<file path="src/hdl/lge_pkg.sv">
// shared types and constants of the life generation engine
package lge_pkg;

    localparam int OP_W      = 2;
    localparam int COORD_W   = 6;
    localparam int DIM_W     = 7;
    localparam int CFG_IDX_W = 2;
    localparam int COUNT_W   = 4;

    localparam logic [OP_W-1:0] OP_WRITE = 2'd0;
    localparam logic [OP_W-1:0] OP_READ  = 2'd1;
    localparam logic [OP_W-1:0] OP_STEP  = 2'd2;

    localparam logic RES_READ = 1'b0;
    localparam logic RES_STEP = 1'b1;

    localparam logic [CFG_IDX_W-1:0] CFG_BOARD_ROWS = 2'd0;
    localparam logic [CFG_IDX_W-1:0] CFG_BOARD_COLS = 2'd1;

    localparam logic [DIM_W-1:0] BOARD_DIM_RESET = 7'd64;

    localparam logic [COUNT_W-1:0] BIRTH_COUNT   = 4'd3;
    localparam logic [COUNT_W-1:0] SURVIVE_COUNT = 4'd2;

    typedef enum logic [2:0] {
        ST_CLEAR,
        ST_IDLE,
        ST_WRITE,
        ST_READ,
        ST_STEP,
        ST_DONE
    } state_t;

endpackage

</file>
<file path="src/hdl/lge_row_rule.sv">
// next generation of one row from the rows above, at and below it
module lge_row_rule #(
    parameter int WIDTH = 64
) (
    input  logic [WIDTH-1:0] above,
    input  logic [WIDTH-1:0] cur,
    input  logic [WIDTH-1:0] below,
    input  logic [WIDTH-1:0] col_mask,
    output logic [WIDTH-1:0] next_row
);

    logic [WIDTH+1:0]              a_ext;
    logic [WIDTH+1:0]              c_ext;
    logic [WIDTH+1:0]              b_ext;
    logic [lge_pkg::COUNT_W-1:0]   cnt;

    always_comb begin
        a_ext = {1'b0, above, 1'b0};
        c_ext = {1'b0, cur, 1'b0};
        b_ext = {1'b0, below, 1'b0};
        cnt   = '0;
        for (int c = 0; c < WIDTH; c++) begin
            cnt = lge_pkg::COUNT_W'(a_ext[c]) + lge_pkg::COUNT_W'(a_ext[c+1])
                + lge_pkg::COUNT_W'(a_ext[c+2]) + lge_pkg::COUNT_W'(c_ext[c])
                + lge_pkg::COUNT_W'(c_ext[c+2]) + lge_pkg::COUNT_W'(b_ext[c])
                + lge_pkg::COUNT_W'(b_ext[c+1]) + lge_pkg::COUNT_W'(b_ext[c+2]);
            next_row[c] = col_mask[c] & ((cnt == lge_pkg::BIRTH_COUNT)
                        | (cur[c] & (cnt == lge_pkg::SURVIVE_COUNT)));
        end
    end

endmodule

</file>
<file path="config.mk">
export PLATFORM = sky130hd
export DESIGN_NAME = lge_row_rule
export DESIGN_NICKNAME = d
export VERILOG_FILES = /design/src/hdl/lge_pkg.sv /design/src/hdl/lge_row_rule.sv
export SDC_FILE = /design/constraint.sdc
export NUM_CORES = 1
export LEC_CHECK = 0
export BUFFER_PORTS_ARGS = -buffer_cell sky130_fd_sc_hd__buf_2
export CAP_MARGIN = 30
export CORE_AREA = 2 2 114 226
export DETAILED_ROUTE_END_ITERATION = 10
export DIE_AREA = 0 0 116 228
export PLACE_DENSITY = 0.7
export SLEW_MARGIN = 20
export SYNTH_ARGS = -nofsm -noshare
export SYNTH_HDL_FRONTEND = slang
export SYNTH_SLANG_ARGS = --single-unit
</file>
<file path="constraint.sdc">
create_clock -name vclk -period 5.1
set_clock_uncertainty 0.1 [all_clocks]
set_input_delay 0.765 -clock vclk [all_inputs]
set_output_delay 0.765 -clock vclk [all_outputs]
set_load 0.005 [all_outputs]
</file>
==> flow_metrics.py, run 1 <==
metrics = {
    "outcome": {
        "status": "finished clean",
    },
    "route": {
        "wl_per_cell_um": 12.2,
        "avgViaCountPerCell": 4.52,
        "drt-met1-wl_mm": 9.85,
        "topRoutingLayerUsed": "met4",
        "num_vias": 8389,
        "first_pass_iters": 4,
        "wirelength_mm": 22.7,
        "drtIter0Drc": 214,
        "postRouteAntennaNets": 0,
        "drc": 0,
        "route.met2.wl_mm": 11.0,
        "wl_met3_mm": 1.83,
    },
    "synthesis": {
        "yosysTopAreaCellShare_pct": 46.3,
        "synth.net_count": 1894,
        "synth_area_per_cell_um2": 9.10,
        "ys.warnings.count": 0,
        "synth_area_leader_cell": "fa_1",
        "synth_area_leaders": "fa_1 (46%), ha_1 (22%), inv_1 (15%)",
        "syn_area_mm2": 0.0109,
        "ys_seq_area_share_pct": 0,
        "syn_inst": 1198,
        "yosysUniqueCellTypes": 19,
    },
    "timing": {
        "fin_crit_ns": 4.54,
        "period_share_pct": 89.0,
        "slew_viol_final": 0,
        "maxSlewHeadroom_pct": 84.0,
        "finalHoldViolCount": 0,
        "max_freq_mhz": 220,
        "rsz0062_at_grt": "false",
        "worst_slew_pin_slew_ns": 0.239,
        "fin_tns_setup_ns": 0,
        "setup_viol": 0,
        "hold_ws_ns": 1.73,
    },
    "global_routing": {
        "antenna_found_initial": 3,
        "grt_pass1_vias": 9013,
        "grt_pass1_wl_mm": 39.2,
        "grt-ovfl-total": 0,
        "track_usage_pct": 17.8,
        "grt_max_degree": 4,
    },
    "job": {
        "drv_cap": 0,
    },
    "clock_tree": {
        "postCtsHoldBufs": 0,
        "cts-resized-gates": 0,
        "post-cts-setup-buffer-count": 0,
    },
    "finish": {
        "n_fill_cell": 2428,
        "area_growth_pct": 18.6,
        "most-common-layout-cells": "inv_1 (443), buf_2 (320), fa_1 (252), ha_1 (188), a21oi_1 (114)",
        "layout_commonest_cell": "inv_1",
        "finish.net_count": 2216,
        "final-seq-area_um2": 0,
        "nFlopsAndLatches": 0,
        "layout-drive-gt1-share_pct": 23.2,
        "clock_buffers": 0,
        "final_area_mm2": 0.0129,
    },
    "placement": {
        "placed_area_mm2": 0.0129,
        "gp_congestion": 0.901,
        "dp_hpwl_mm": 22.5,
        "io_buffers": 320,
    },
    "critical_path": {
        "start_kind": "input port",
        "cp-end-kind": "primary output",
        "crit_top_cell": "fa_1",
        "cp.arrival_ns": 3.68,
        "criticalPathCategory": "in2out",
        "crit_path_max_incr_delay_ns": 0.56,
        "cp.required_ns": 4.24,
        "crit_chain": "buf_2, inv_1, fa_1, fa_1, fa_1, inv_1, ha_1, fa_1, or2_2, a21oi_1, buf_2",
        "cpMaxStageDelayCell": "fa_1",
        "crit_fanout": 2,
    },
    "worst_hold_path": {
        "hold_depth": 4,
        "worst_hold_path_type": "in2out",
        "hold_end": "next_row[0]",
        "holdCritStartpoint": "col_mask[0]",
    },
    "power_and_ir_drop": {
        "power.density_mw_per_mm2": 172,
        "power_leakage_nw": 7.51,
        "vdd_drop_max_mv": 0.0863,
    },
    "die": {
        "coreArea_mm2": 0.0248,
        "die_area_mm2": 0.0264,
        "io_pins": 320,
        "die_h_um": 228,
        "fp.dieW_um": 116,
        "start_util_pct": 43.9,
        "num_rows": 82,
    },
}
[synthesized netlist by cell type (all sizes together)]
cell type    n
a2111oi      1
a211oi       1
a21oi      114
a31oi        1
fa         252
ha         188
inv        443
nand2       10
nand2b       9
nand3       53
nand3b       8
nor2         2
nor2b        1
nor3         1
o2111ai      8
o211ai      53
or2         53
[worst max-delay path: cells and delay by family]
family,cells,cell delay [ns]
adder cells (fa/ha/maj),5,2.06
buffers and inverters,4,0.37
AND/OR/NAND/NOR,1,0.30
AO/OA/AOI/OAI,1,0.19
[worst max path at each step]
| stage | startpoint | to | slack, ns | depth (start not counted) |
|---|---|---|---|---|
| CTS | above[29] | next_row[30] | 0.54 | 11 |
| global placement | above[29] | next_row[30] | 0.56 | 11 |
| finish | above[29] | next_row[30] | 0.56 | 11 |
| global route | above[28] | next_row[29] | 0.40 | 11 |
| floorplan | above[19] | next_row[20] | 0.94 | 9 |
| detailed placement | above[29] | next_row[30] | 0.55 | 11 |
[metrics by stage]
stage,power [mW],instances,util (%),worst slack [ns]
after floorplan,1.64,1198,-,0.935
after global placement,2.21,1854,52.0,0.558
after detailed placement,2.26,1854,52.0,0.548
after CTS,2.28,1854,52.0,0.544
after global routing,2.68,1855,52.1,0.403
final,2.23,1857,52.1,0.560
[cell type report]
cell class	instances	area, um^2	share of cell area, %
diodes	3	7.51	0.0581
inverters	443	1660	12.9
multi-input cells	755	9240	71.4
well taps	336	420	3.25
repair buffers	320	1600	12.4
[routing by layer]
metal	up-vias	global-route usage (%)
met5	-	0
met4	0	0.260
met3	4	3.00
met2	245	32.1
met1	3835	23.5
li1	4305	-
[power by group]
| part | internal (mW) | leakage (nW) | switching [mW] |
|---|---|---|---|
| sequential | 0 | 0 | 0 |
| clock | 0.0000000787 | 0.0000190 | 0 |
| combinational | 1.05 | 7.51 | 1.17 |
| total | 1.05 | 7.51 | 1.17 |
[cells by family (layout without fill, tap and decap cells)]
kind of cell | count (synthesis) | count (layout) | share of synthesized area [%]
AOI/OAI and AO/OA | 178 | 178 | 9.79
adders and majority gates | 440 | 440 | 67.9
buffers and inverters | 443 | 763 | 15.3
other | 0 | 3 | 0
and+or+nand+nor | 137 | 137 | 7.08
(Power assumes the default switching activity.)
==> inputs of run 2 (changes only) <==
--- a/config.mk
+++ b/config.mk
@@ -5,12 +5,13 @@
 export SDC_FILE = /design/constraint.sdc
 export NUM_CORES = 1
 export LEC_CHECK = 0
+export ABC_AREA = 1
 export BUFFER_PORTS_ARGS = -buffer_cell sky130_fd_sc_hd__buf_2
 export CAP_MARGIN = 30
-export CORE_AREA = 2 2 114 226
+export CORE_AREA = 2 2 118 234
 export DETAILED_ROUTE_END_ITERATION = 10
-export DIE_AREA = 0 0 116 228
-export PLACE_DENSITY = 0.7
+export DIE_AREA = 0 0 120 236
+export PLACE_DENSITY = 0.69
 export SLEW_MARGIN = 20
 export SYNTH_ARGS = -nofsm -noshare
 export SYNTH_HDL_FRONTEND = slang
==> run 2 against run 1 <==
Critical path depth rose by 2. Global-route usage rose by 0.17 points. Synthesized area rose by 7.6%. Hold slack improved by 0.0058 ns. Critical path type unchanged. Critical endpoint is now next_row[27]. Largest cell class unchanged. Largest power group unchanged. Highest routed layer is now met5.
==> flow_metrics.py, run 2 <==
metrics = {
    "outcome": {
        "status": "finished clean",
    },
    "timing": {
        "max_freq_mhz": 216,
        "fin_ws_ns": 0.479,
        "setup_viol": 0,
        "hold_ws_ns": 1.73,
        "fin_crit_ns": 4.62,
        "period_share_pct": 90.6,
        "finalHoldViolCount": 0,
        "slew_viol_final": 0,
        "fin_tns_setup_ns": 0,
        "maxSlewHeadroom_pct": 79.8,
        "worst_slew_pin_slew_ns": 0.301,
        "rsz0062_at_grt": "false",
    },
    "critical_path": {
        "crit_fanout": 2,
        "cp-end-kind": "primary output",
        "cp.required_ns": 4.24,
        "crit_top_cell": "fa_1",
        "criticalPathCategory": "in2out",
        "crit_chain": "buf_2, inv_1, fa_1, fa_1, fa_1, inv_1, ha_1, fa_1, nand2_1, nor2_1, nand2_1, nor2_1, buf_2",
        "crit_path_max_incr_delay_ns": 0.55,
        "cpMaxStageDelayCell": "fa_1",
        "cp.arrival_ns": 3.76,
        "start_kind": "input port",
    },
    "finish": {
        "final_area_mm2": 0.0138,
        "nFlopsAndLatches": 0,
        "final-seq-area_um2": 0,
        "layout_commonest_cell": "inv_1",
        "layout.cells.non_filler": 2241,
        "clock_buffers": 0,
        "finish.net_count": 2588,
        "utilization_pct": 51.6,
        "area_growth_pct": 17.4,
        "most-common-layout-cells": "inv_1 (568), buf_2 (320), fa_1 (252), nand2_1 (249), nor2_1 (248)",
        "layout-drive-gt1-share_pct": 16.9,
    },
    "worst_hold_path": {
        "worst_hold_path_type": "in2out",
        "hold_depth": 4,
        "holdCritStartpoint": "col_mask[63]",
        "hold_end": "next_row[63]",
    },
    "global_routing": {
        "antenna_found_initial": 9,
        "grt_pass1_vias": 9806,
        "track_usage_pct": 17.9,
        "grt-ovfl-total": 0,
        "grt_max_degree": 4,
        "grt_pass1_wl_mm": 43.0,
    },
    "synthesis": {
        "ys_seq_area_share_pct": 0,
        "synth_area_leader_cell": "fa_1",
        "yosysTopAreaCellShare_pct": 43.0,
        "synth.net_count": 2266,
        "ys.warnings.count": 0,
        "synth_area_per_cell_um2": 7.47,
        "yosysMostFrequentCell": "inv_1",
        "syn_area_mm2": 0.0117,
        "synth_area_leaders": "fa_1 (43%), ha_1 (20%), inv_1 (18%)",
        "syn_inst": 1570,
        "yosysUniqueCellTypes": 9,
        "synthTopCellsByCount": "inv_1 (568), fa_1 (252), nand2_1 (249)",
    },
    "placement": {
        "placed_area_mm2": 0.0138,
        "post-place-cells": 2238,
        "dp_hpwl_mm": 23.9,
        "io_buffers": 320,
        "pre_cts_ws_ns": 0.473,
        "gp_congestion": 0.891,
    },
    "power_and_ir_drop": {
        "p_total_mw": 2.44,
        "power.density_mw_per_mm2": 177,
        "power_leakage_nw": 8.55,
        "vdd_drop_max_mv": 0.0811,
    },
    "route": {
        "drtIter0Drc": 286,
        "num_vias": 9565,
        "postRouteAntennaNets": 0,
        "drc": 0,
        "first_pass_iters": 4,
        "wl_per_cell_um": 10.9,
        "wirelength_mm": 24.4,
        "avgViaCountPerCell": 4.27,
    },
    "die": {
        "die_area_mm2": 0.0283,
        "fp.dieW_um": 120,
        "die_h_um": 236,
        "start_util_pct": 43.9,
        "coreArea_mm2": 0.0267,
        "io_pins": 320,
        "num_rows": 85,
    },
    "clock_tree": {
        "postCtsHoldBufs": 0,
        "post-cts-setup-buffer-count": 0,
        "cts-resized-gates": 0,
    },
    "job": {
        "drv_cap": 0,
    },
}
## run 2: cell count changes after synthesis, moves of 52 or more
cell	change
o211ai_1	-53
nor2_1	+246
a21oi_1	-52
inv_1	+125
nand2_1	+239
nand3_1	-52
## run 2: worst max-delay path by stage
| stage | startpoint | to | slack [ns] | cells past startpoint |
|---|---|---|---|---|
| after floorplan | above[10] | next_row[11] | 0.97 | 11 |
| after global placement | above[26] | next_row[27] | 0.52 | 13 |
| after detailed placement | above[26] | next_row[27] | 0.47 | 13 |
| after CTS | above[26] | next_row[27] | 0.47 | 13 |
| after global routing | above[26] | next_row[27] | 0.30 | 13 |
| final | above[26] | next_row[27] | 0.48 | 13 |
## run 2: final cells by class
class | count | area [um^2]
Antenna cell | 3 | 7.51
Fill cell | 2661 | 12900
Inverter | 568 | 2130
Multi-Input combinational cell | 1002 | 9590
Tap cell | 348 | 435
Timing Repair Buffer | 320 | 1600
## run 2: critical path, delay by kind of cell
family,cells,cell delay [ns]
adder cells (fa/ha/maj),5,2.14
AND/OR/NAND/NOR,4,0.45
buffers and inverters,4,0.39
## run 2: power by group
group / internal [mW] / switching (mW)
Combinational: 1.09 / 1.35
Sequential: 0 / 0
Clock: 0.0000000787 / 0
Total: 1.09 / 1.35
## run 2: per-layer routing
layer  part of all wire (%)  wire, um  vias to the layer above  track usage (%)
li1                       -         -                     5058                -
met1                     44     10700                     4246             23.9
met2                     49     11900                      227             32.1
met3                    6.5      1580                       22             2.85
met4                   0.70       171                       12            0.891
met5                   0.35        86                        -                0
## run 2: cells by family (layout without fill, tap and decap cells)
kind of cell             after synthesis  after routing  share of synthesized area [%]
buffers and inverters                568            888                           18.2
AND/OR/NAND/NOR                      499            499                           16.0
adder cells (fa/ha/maj)              440            440                           63.1
AO/OA/AOI/OAI                         63             63                           2.71
other                                  0              3                              0
